### src/rtl/core/lrt_pkg.sv
`timescale 1ns / 1ps

package lrt_pkg;

	// sequence length and field widths
	localparam int SEQ_LEN = 40;
	localparam int CNT_W   = 13;
	localparam int GEN_W   = 31;
	localparam int MUL_W   = 32;
	localparam int PROD_W  = 2 * MUL_W;
	localparam int ARG_W   = 24;
	localparam int D2_W    = 48;
	localparam int QH_W    = 14;
	localparam int C1_W    = 26;
	localparam int ACC_W   = 76;

	localparam logic [CNT_W-1:0] SEQ_LEN_C = CNT_W'(SEQ_LEN);
	localparam logic [MUL_W-1:0] LCG_MUL   = 32'd1103515245;
	localparam logic [GEN_W-1:0] LCG_ADD   = 31'd12345;
	localparam logic [MUL_W-1:0] K_LHS     = 32'd10000;
	localparam logic [MUL_W-1:0] K_RHS     = 32'd38416;

	// microprogram geometry
	localparam int UC_DEPTH = 23;
	localparam int UPC_W    = $clog2(UC_DEPTH);
	localparam logic [UPC_W-1:0] UA_FETCH = 5'd0;
	localparam logic [UPC_W-1:0] UA_WRITE = 5'd22;

	typedef enum logic [3:0] {
		OP_FETCH,
		OP_MUL,
		OP_LCG,
		OP_LD_A,
		OP_LD_P,
		OP_LD_D2,
		OP_LD_Q,
		OP_RHS_LO,
		OP_RHS_HI,
		OP_LD_C,
		OP_LHS_LO,
		OP_LHS_HI,
		OP_DECIDE,
		OP_WRITE
	} uop_t;

	typedef enum logic [2:0] {
		C_NEXT,
		C_WAIT_IN,
		C_NOT_LAST,
		C_WAIT_OUT,
		C_JUMP
	} ucond_t;

	typedef struct packed {
		uop_t             op;
		ucond_t           cond;
		logic [UPC_W-1:0] target;
	} ucode_t;

	typedef struct packed {
		uop_t op;
		logic fire;
		logic restart;
	} lrt_ctrl_t;

	typedef struct packed {
		logic last_next;
		logic verdict;
	} lrt_stat_t;

	function automatic ucode_t ucode_rom(input logic [UPC_W-1:0] upc);
		ucode_t uw;
		case (upc)
			5'd0:  uw = '{op: OP_FETCH,  cond: C_WAIT_IN,  target: UA_FETCH};
			5'd1:  uw = '{op: OP_MUL,    cond: C_NEXT,     target: UA_FETCH};
			5'd2:  uw = '{op: OP_LCG,    cond: C_NOT_LAST, target: UA_WRITE};
			5'd3:  uw = '{op: OP_MUL,    cond: C_NEXT,     target: UA_FETCH};
			5'd4:  uw = '{op: OP_LD_A,   cond: C_NEXT,     target: UA_FETCH};
			5'd5:  uw = '{op: OP_MUL,    cond: C_NEXT,     target: UA_FETCH};
			5'd6:  uw = '{op: OP_LD_P,   cond: C_NEXT,     target: UA_FETCH};
			5'd7:  uw = '{op: OP_MUL,    cond: C_NEXT,     target: UA_FETCH};
			5'd8:  uw = '{op: OP_LD_D2,  cond: C_NEXT,     target: UA_FETCH};
			5'd9:  uw = '{op: OP_MUL,    cond: C_NEXT,     target: UA_FETCH};
			5'd10: uw = '{op: OP_LD_Q,   cond: C_NEXT,     target: UA_FETCH};
			5'd11: uw = '{op: OP_MUL,    cond: C_NEXT,     target: UA_FETCH};
			5'd12: uw = '{op: OP_RHS_LO, cond: C_NEXT,     target: UA_FETCH};
			5'd13: uw = '{op: OP_MUL,    cond: C_NEXT,     target: UA_FETCH};
			5'd14: uw = '{op: OP_RHS_HI, cond: C_NEXT,     target: UA_FETCH};
			5'd15: uw = '{op: OP_MUL,    cond: C_NEXT,     target: UA_FETCH};
			5'd16: uw = '{op: OP_LD_C,   cond: C_NEXT,     target: UA_FETCH};
			5'd17: uw = '{op: OP_MUL,    cond: C_NEXT,     target: UA_FETCH};
			5'd18: uw = '{op: OP_LHS_LO, cond: C_NEXT,     target: UA_FETCH};
			5'd19: uw = '{op: OP_MUL,    cond: C_NEXT,     target: UA_FETCH};
			5'd20: uw = '{op: OP_LHS_HI, cond: C_NEXT,     target: UA_FETCH};
			5'd21: uw = '{op: OP_DECIDE, cond: C_NEXT,     target: UA_FETCH};
			5'd22: uw = '{op: OP_WRITE,  cond: C_WAIT_OUT, target: UA_FETCH};
			default: uw = '{op: OP_MUL,  cond: C_JUMP,     target: UA_FETCH};
		endcase
		return uw;
	endfunction

endpackage

### src/rtl/core/lrt_datapath.sv
`timescale 1ns / 1ps

module lrt_datapath (
	input  logic                      clk,
	input  logic                      arst_n,
	input  lrt_pkg::lrt_ctrl_t        ctrl,
	input  logic [lrt_pkg::GEN_W-1:0] seed,
	output lrt_pkg::lrt_stat_t        stat,
	output logic [lrt_pkg::GEN_W-1:0] random_value,
	output logic                      high_bit,
	output logic                      is_last,
	output logic [lrt_pkg::CNT_W-1:0] run_count,
	output logic [lrt_pkg::CNT_W-1:0] high_count,
	output logic [lrt_pkg::CNT_W-1:0] low_count,
	output logic                      accepted
);
	import lrt_pkg::*;

	// generator and sequence counters
	logic [GEN_W-1:0]  gen_q;
	logic              prev_q;
	logic [CNT_W-1:0]  runs_q, ones_q, zeros_q, pos_q;

	// shared multiplier and verdict scratch
	logic [MUL_W-1:0]  m_a_q, m_b_q;
	logic [PROD_W-1:0] prod_q;
	logic [ARG_W-1:0]  a_q, p_q;
	logic [D2_W-1:0]   d2_q;
	logic [QH_W-1:0]   qh_q;
	logic [C1_W-1:0]   c1_q;
	logic [ACC_W-1:0]  lhs_q, rhs_q;
	logic              last_q, verdict_q;

	logic [PROD_W-1:0] mul_full;
	logic [GEN_W-1:0]  lcg_sum;
	logic              new_bit;
	logic [CNT_W-1:0]  pos_inc, runs_nxt;
	logic [ARG_W-1:0]  p_new, d_new, n_ext;

	assign mul_full = m_a_q * m_b_q;
	assign lcg_sum  = prod_q[GEN_W-1:0] + LCG_ADD;
	assign new_bit  = lcg_sum[GEN_W-1];
	assign pos_inc  = pos_q + CNT_W'(1);
	assign n_ext    = ARG_W'(pos_q);
	assign p_new    = {prod_q[ARG_W-2:0], 1'b0};

	always_comb begin
		if (pos_q == '0) begin
			runs_nxt = CNT_W'(1);
		end else if (new_bit != prev_q) begin
			runs_nxt = runs_q + CNT_W'(1);
		end else begin
			runs_nxt = runs_q;
		end
		if (a_q >= p_new) begin
			d_new = a_q - p_new;
		end else begin
			d_new = p_new - a_q;
		end
	end

	assign stat.last_next = (pos_inc >= SEQ_LEN_C);
	assign stat.verdict   = verdict_q;

	always_ff @(posedge clk or negedge arst_n) begin
		if (!arst_n) begin
			gen_q   <= '0;
			prev_q  <= 1'b0;
			runs_q  <= '0;
			ones_q  <= '0;
			zeros_q <= '0;
			pos_q   <= '0;
		end else begin
			case (ctrl.op)
				OP_FETCH: begin
					if (ctrl.fire && ctrl.restart) begin
						prev_q  <= 1'b0;
						runs_q  <= '0;
						ones_q  <= '0;
						zeros_q <= '0;
						pos_q   <= '0;
					end
				end
				OP_LCG: begin
					gen_q  <= lcg_sum;
					prev_q <= new_bit;
					runs_q <= runs_nxt;
					pos_q  <= pos_inc;
					if (new_bit) begin
						ones_q <= ones_q + CNT_W'(1);
					end else begin
						zeros_q <= zeros_q + CNT_W'(1);
					end
				end
				OP_WRITE: begin
					// start a fresh sequence once the verdict word is out
					if (ctrl.fire && last_q) begin
						prev_q  <= 1'b0;
						runs_q  <= '0;
						ones_q  <= '0;
						zeros_q <= '0;
						pos_q   <= '0;
					end
				end
				default: begin
				end
			endcase
		end
	end

	always_ff @(posedge clk) begin
		case (ctrl.op)
			OP_FETCH: begin
				m_a_q <= ctrl.restart ? MUL_W'(seed) : MUL_W'(gen_q);
				m_b_q <= LCG_MUL;
			end
			OP_MUL: begin
				prod_q <= mul_full;
			end
			OP_LCG: begin
				last_q <= stat.last_next;
				m_a_q  <= MUL_W'(pos_inc);
				m_b_q  <= MUL_W'(runs_nxt - CNT_W'(1));
			end
			OP_LD_A: begin
				a_q   <= prod_q[ARG_W-1:0];
				m_a_q <= MUL_W'(ones_q);
				m_b_q <= MUL_W'(zeros_q);
			end
			OP_LD_P: begin
				p_q   <= p_new;
				m_a_q <= MUL_W'(d_new);
				m_b_q <= MUL_W'(d_new);
			end
			OP_LD_D2: begin
				d2_q  <= prod_q[D2_W-1:0];
				m_a_q <= MUL_W'(p_q);
				m_b_q <= MUL_W'(p_q - n_ext);
			end
			OP_LD_Q: begin
				qh_q  <= prod_q[MUL_W+QH_W-1:MUL_W];
				m_a_q <= prod_q[MUL_W-1:0];
				m_b_q <= K_RHS;
			end
			OP_RHS_LO: begin
				rhs_q <= ACC_W'(prod_q);
				m_a_q <= MUL_W'(qh_q);
				m_b_q <= K_RHS;
			end
			OP_RHS_HI: begin
				rhs_q <= rhs_q + {prod_q[ACC_W-MUL_W-1:0], {MUL_W{1'b0}}};
				m_a_q <= MUL_W'(pos_q - CNT_W'(1));
				m_b_q <= K_LHS;
			end
			OP_LD_C: begin
				c1_q  <= prod_q[C1_W-1:0];
				m_a_q <= d2_q[MUL_W-1:0];
				m_b_q <= prod_q[MUL_W-1:0];
			end
			OP_LHS_LO: begin
				lhs_q <= ACC_W'(prod_q);
				m_a_q <= MUL_W'(d2_q[D2_W-1:MUL_W]);
				m_b_q <= MUL_W'(c1_q);
			end
			OP_LHS_HI: begin
				lhs_q <= lhs_q + {prod_q[ACC_W-MUL_W-1:0], {MUL_W{1'b0}}};
			end
			OP_DECIDE: begin
				// reject on an empty class or zero variance
				verdict_q <= (ones_q != '0) && (zeros_q != '0) && (p_q > n_ext)
					&& (lhs_q <= rhs_q);
			end
			OP_WRITE: begin
				if (ctrl.fire) begin
					random_value <= gen_q;
					high_bit     <= prev_q;
					is_last      <= last_q;
					run_count    <= runs_q;
					high_count   <= ones_q;
					low_count    <= zeros_q;
					accepted     <= last_q & verdict_q;
				end
			end
			default: begin
			end
		endcase
	end

endmodule

### config.mk
export PLATFORM = sky130hd
export DESIGN_NAME = lrt_datapath
export DESIGN_NICKNAME = d
export VERILOG_FILES = /design/src/rtl/core/lrt_pkg.sv /design/src/rtl/core/lrt_datapath.sv
export SDC_FILE = /design/constraint.sdc
export NUM_CORES = 2
export LEC_CHECK = 0
export ABC_AREA = 1
export ABC_CLOCK_PERIOD_IN_PS = 8700
export BUFFER_PORTS_ARGS = -buffer_cell sky130_fd_sc_hd__clkbuf_2
export CAP_MARGIN = 10
export CELL_PAD_IN_SITES_DETAIL_PLACEMENT = 0
export CELL_PAD_IN_SITES_GLOBAL_PLACEMENT = 1
export CORE_ASPECT_RATIO = 1.1
export CORE_MARGIN = 3
export CORE_UTILIZATION = 25
export CTS_CLUSTER_SIZE = 12
export DETAILED_ROUTE_END_ITERATION = 16
export GPL_ROUTABILITY_DRIVEN = 0
export PLACE_DENSITY = 0.52
export RECOVER_POWER = 50
export SKIP_CTS_REPAIR_TIMING = 1
export SYNTH_ARGS = -nofsm -noshare
export SYNTH_HDL_FRONTEND = slang
export SYNTH_SLANG_ARGS = --single-unit
### constraint.sdc
create_clock -name clk -period 8.7 [get_ports clk]
set_input_delay 0.87 -clock clk [delete_from_list [all_inputs] [get_ports clk]]
set_output_delay 0.87 -clock clk [all_outputs]
set_load 0.02 [all_outputs]
---- Yosys cells after proc, flatten, opt, wreduce, memory -nomap -nowiden ----
Cells that the tools add are included.
operators by class
  add/sub/neg operators ................... 12
  multiply operators ...................... 1
  $lt $le $gt $ge ......................... 4
  equal/unequal tests ..................... 18
  muxes and demuxes ....................... 19
  bitwise operators ....................... 1
  reduce and logical (&&, ||, !) cells .... 19
operators with widths
  kind                    number
  $pmux 32 s10            1
  $pmux 76 s2             2
  $pmux 32 s9             1
  $pmux 13 s3             4
  $add 76x76->76          2
  $mux 13                 6
  $le 76x76->1            1
  $mul 32x32->64          1
  $add 13x1->13 const B   4
  $sub 24x24->24          2
  $add 31x14->31 const B  1
  $mux 31                 1
  $sub 13x1->14 const B   2
  $reduce_bool 13->1      2
  $sub 24x13->25          1
  $eq 4x4->1 const B      6
  $ge 24x24->1            1
  $gt 24x13->1            1
  $mux 24                 1
  $eq 4x3->1 const B      4
  $ge 13x6->1 const B     1
  $logic_not 13->1        1
  $reduce_bool 10->1      1
  $reduce_bool 9->1       1
  other kinds (15)        26
storage, ports and cells
  register bits ........................... 574
  output and inout port bits .............. 75
  logic and storage cells ................. 99

---- Depth between registers and ports, before layout ----
  depth after elaboration ................. 6
  gate-level depth with buffers ........... 32
  mapped depth without buffers ............ 31

---- Worst setup path after synthesis ----
OpenSTA, ideal clock, no wires.
  path type ............................... register -> register
  start ................................... register m_b_q[17]
  end ..................................... register prod_q[52] (data pin)
  arrival ................................. 6.569 ns
  path slack .............................. 1.879 ns
  stages on the path, launching flop included .. 30
  buffers on the path ..................... 1
  cell sequence ........................... edfxtp_1 -> clkbuf_1 -> nand2_1 -> inv_1 -> fa_1 -> inv_1 -> fa_1 -> inv_1 -> fa_1 -> inv_1 -> fa_1 -> inv_1 -> fa_1 -> fa_1 -> fa_1 -> inv_1 -> fa_1 -> inv_1 -> ha_1 -> nand2_1 -> nor2_1 -> inv_1 -> nor2_1 -> nand3_1 -> o211ai_1 -> a21boi_0 -> o21ai_0 -> nand3_1 -> nand3_1 -> nand2_1
between the ends
  word-level cells in the longest chain between the ends .. 1
ends and longest elaborated chain
  element                 line                 text
  start, declared         lrt_datapath.sv:25   logic [MUL_W-1:0] m_a_q, m_b_q;
  start signal, assigned  lrt_datapath.sv:123  m_b_q <= MUL_W'(runs_nxt - CNT_W'(1));
  start signal, assigned  lrt_datapath.sv:128  m_b_q <= MUL_W'(zeros_q);
  start signal, assigned  lrt_datapath.sv:133  m_b_q <= MUL_W'(d_new);
  $mul 32x32->64          lrt_datapath.sv:40   assign mul_full = m_a_q * m_b_q;
  named net mul_full[52]  lrt_datapath.sv:34   logic [PROD_W-1:0] mul_full;
  end signal, assigned    lrt_datapath.sv:118  prod_q <= mul_full;
  end, declared           lrt_datapath.sv:26   logic [PROD_W-1:0] prod_q;
The timed path passes the listed nets, and every way through them passes these cells.
A chain may end at the register's enable or synchronous reset.

---- Final worst setup path ----
  start ................................... register m_a_q[24]
  end ..................................... register prod_q[63] (data pin)
between the ends
  word-level cells in the longest chain between the ends .. 1
ends and longest elaborated chain
  element                 line                 text
  start, declared         lrt_datapath.sv:25
  start signal, assigned  lrt_datapath.sv:114  m_a_q <= ctrl.restart ? MUL_W'(seed) : MUL_W'(gen_q);
  start signal, assigned  lrt_datapath.sv:122  m_a_q <= MUL_W'(pos_inc);
  start signal, assigned  lrt_datapath.sv:127  m_a_q <= MUL_W'(ones_q);
  $mul 32x32->64          lrt_datapath.sv:40
  named net mul_full[63]  lrt_datapath.sv:34
The timed path passes the listed nets, and every way through them passes these cells.

==> run metrics <==
remaining global-route overflow=0; vias in the first global route=58400; htree depth=3; DRT iter0 DRCs=4038; top cells by area, synth=fa_1 (26%), edfxtp_1 (21%), inv_1 (11%); cell taking the most area after synthesis=fa_1; violated checks=max-capacitance violations, max-slew violations; Mapped Area=0.0685 sq mm; post-synthesis sequential area ratio=24.6%; CP max FO=19; unrepaired setup endpoints after global routing=no; Reg clk slew, reported paths=0.06 ns; r2r setup slk=0.43 ns; Achievable Freq=121 MHz; DR WL/cell=22.0 um; CTS tree=done; Ys Warns=0; final worst slack=0.427 ns; die footprint=0.280 sq mm; initial antenna violation count=16; Die X=505 um; Post-Syn Instances=8233; largest net degree at the start of global routing=74; Max Slew Vio Count=681; area grow syn2layout=11.8%; most frequent cells in the layout=inv_1 (1936), nand2_1 (1869), fa_1 (901), ha_1 (493), edfxtp_1 (490); Crit Path Category=reg -> reg; crit start category=flip-flop; status=finished with violations; CP Capture Type=flip-flop; row cnt=200; Placement Cell Area=0.0742 sq mm; worst slack, placed=0.461 ns; worst-margin pin slew=4.30 ns; Most used DFF post-synth=edfxtp_1; slew margin rel.=-187%; Data arrival, critical path=8.73 ns; Via density=4.61; drt total wl=265 mm; syn avg cell area=8.32 sq um; DRC errors left=0; final setup vio count=0; die height=555 um; Cell variety after synth=62; EDFF count, synth=490; nets=9756; GR Util All Layers=18.8%; Setup Skew=0.0368 ns; I/O pin count=114; FFs w/ async S/R, synth=14.6%; first-pass GRT wire length=397 mm; final setup TNS=0 ns; clk sink count=574; ANT nets after route=0; Detailed Place HPWL=216 mm; most common cell after layout, fill and taps aside=inv_1; Max Cap Viol=17; share of cells above drive strength 1=4.70%; final hold violation count=0; worst-skew pair later-pin latency=0.71 ns; post-synth top area share=26.3%; period utilization=95.1%; Root Driver=clkbuf_16; routed vias=55400; fillcell total=29400; Tmin final=8.27 ns; Clock Path Buffers=3; Syn Nets=9666; Initial Utilization=25.2%; Pre-Repair DR Iteration Count=5; post-synthesis register bit count=574; CORE AREA=0.271 sq mm; Hold WC Path Type=reg -> reg; Critical Path RT=9.15 ns; # port buffers=113; final instance area=0.0766 sq mm; Num CTS Buffers=77
## through the flow
step	hold slack [ns]	utilization [%]	instances
floorplan	0.425	-	8233
global route	0.471	28.2	12000
finish	0.447	28.2	12000
detailed placement	0.432	27.3	11900
CTS	0.179	28.3	12000
global placement	0.437	27.3	11900
## routing by layer
metal	up-vias	GRT usage, %	wire length (um)
li1	25700	-	-
met1	28200	25.8	121000
met2	1251	31.6	125000
met3	288	1.66	9840
met4	2	5.60	8970
met5	-	0	11
## registers in the layout (all words and copies together), names as in the netlist, 31 cells and up
name          count
m_b_q            32
d2_q             48
rhs_q            76
prod_q           64
m_a_q            32
random_value     31
gen_q            31
lhs_q            76
## kinds of logic after synthesis
kind of cell / after synthesis / synth area share [%]
buffers and inverters: 2229 / 12.3
muxes: 3 / 0.0438
xor gates and xnor gates: 189 / 2.42
AOI/OAI and AO/OA: 1027 / 8.63
and+or+nand+nor: 2817 / 16.8
adders and majority gates: 1394 / 35.3
DFF: 574 / 24.6
## area by class of cell
type	count	area (sq um)	share of cell area (%)
Tap cell	3636	4550	5.94
Sequential cell	574	16800	22.0
Clock buffer	96	2030	2.65
Inverter	1947	7310	9.55
Timing Repair Buffer	293	1870	2.45
Clock inverter	46	608	0.794
Antenna cell	4	10.0	0.0131
Multi-Input combinational cell	5430	43400	56.6
## synthesized netlist by cell type (all sizes together), types with 6 or more instances
cell     instances
a211oi          12
a21boi          10
a21o            19
a21oi          386
a221oi          34
a22oi            6
a31oi           48
a32oi           13
buf             16
clkbuf         266
clkinv           6
dfrtp           84
edfxtp         490
fa             901
ha             493
inv           1941
nand2         1881
nand3          242
nand3b          11
nand4           66
nor2           491
nor3            72
nor4            31
o2111ai         26
o211ai          28
o21a            20
o21ai          338
o21bai          20
o221ai          11
o22ai           37
o31ai            7
or2             14
xnor2           52
xor2           137
## final timing paths
check,startpoint,endpoint,cells past startpoint
hold / removal,ones_q[12],high_count[12],0
max in group asynchronous,arst_n,gen_q[12],2
setup reg to reg,m_a_q[24],prod_q[63],22
hold reg to reg,ones_q[12],high_count[12],0
setup / recovery,m_a_q[24],prod_q[63],22
min in group asynchronous,arst_n,pos_q[0],1
## worst max-delay path: stages, from the launching register on
cell,delay (ns)
edfxtp_1,0.90
buf_4,0.47
nand2_1,0.09
inv_1,0.08
fa_1,0.43
fa_1,0.54
inv_1,0.05
fa_1,0.49
fa_1,0.51
inv_1,0.05
fa_1,0.59
fa_1,0.45
fa_1,0.56
fa_1,0.45
ha_1,0.38
a21oi_1,0.17
inv_1,0.07
a31oi_1,0.28
o21ai_0,0.27
a31oi_1,0.40
nand3_1,0.37
a31oi_1,0.29
xor2_1,0.10
Power is left out: the tool's default activity adds up to more than one toggle a clock period on the data nets, which glitch-free logic cannot reach.
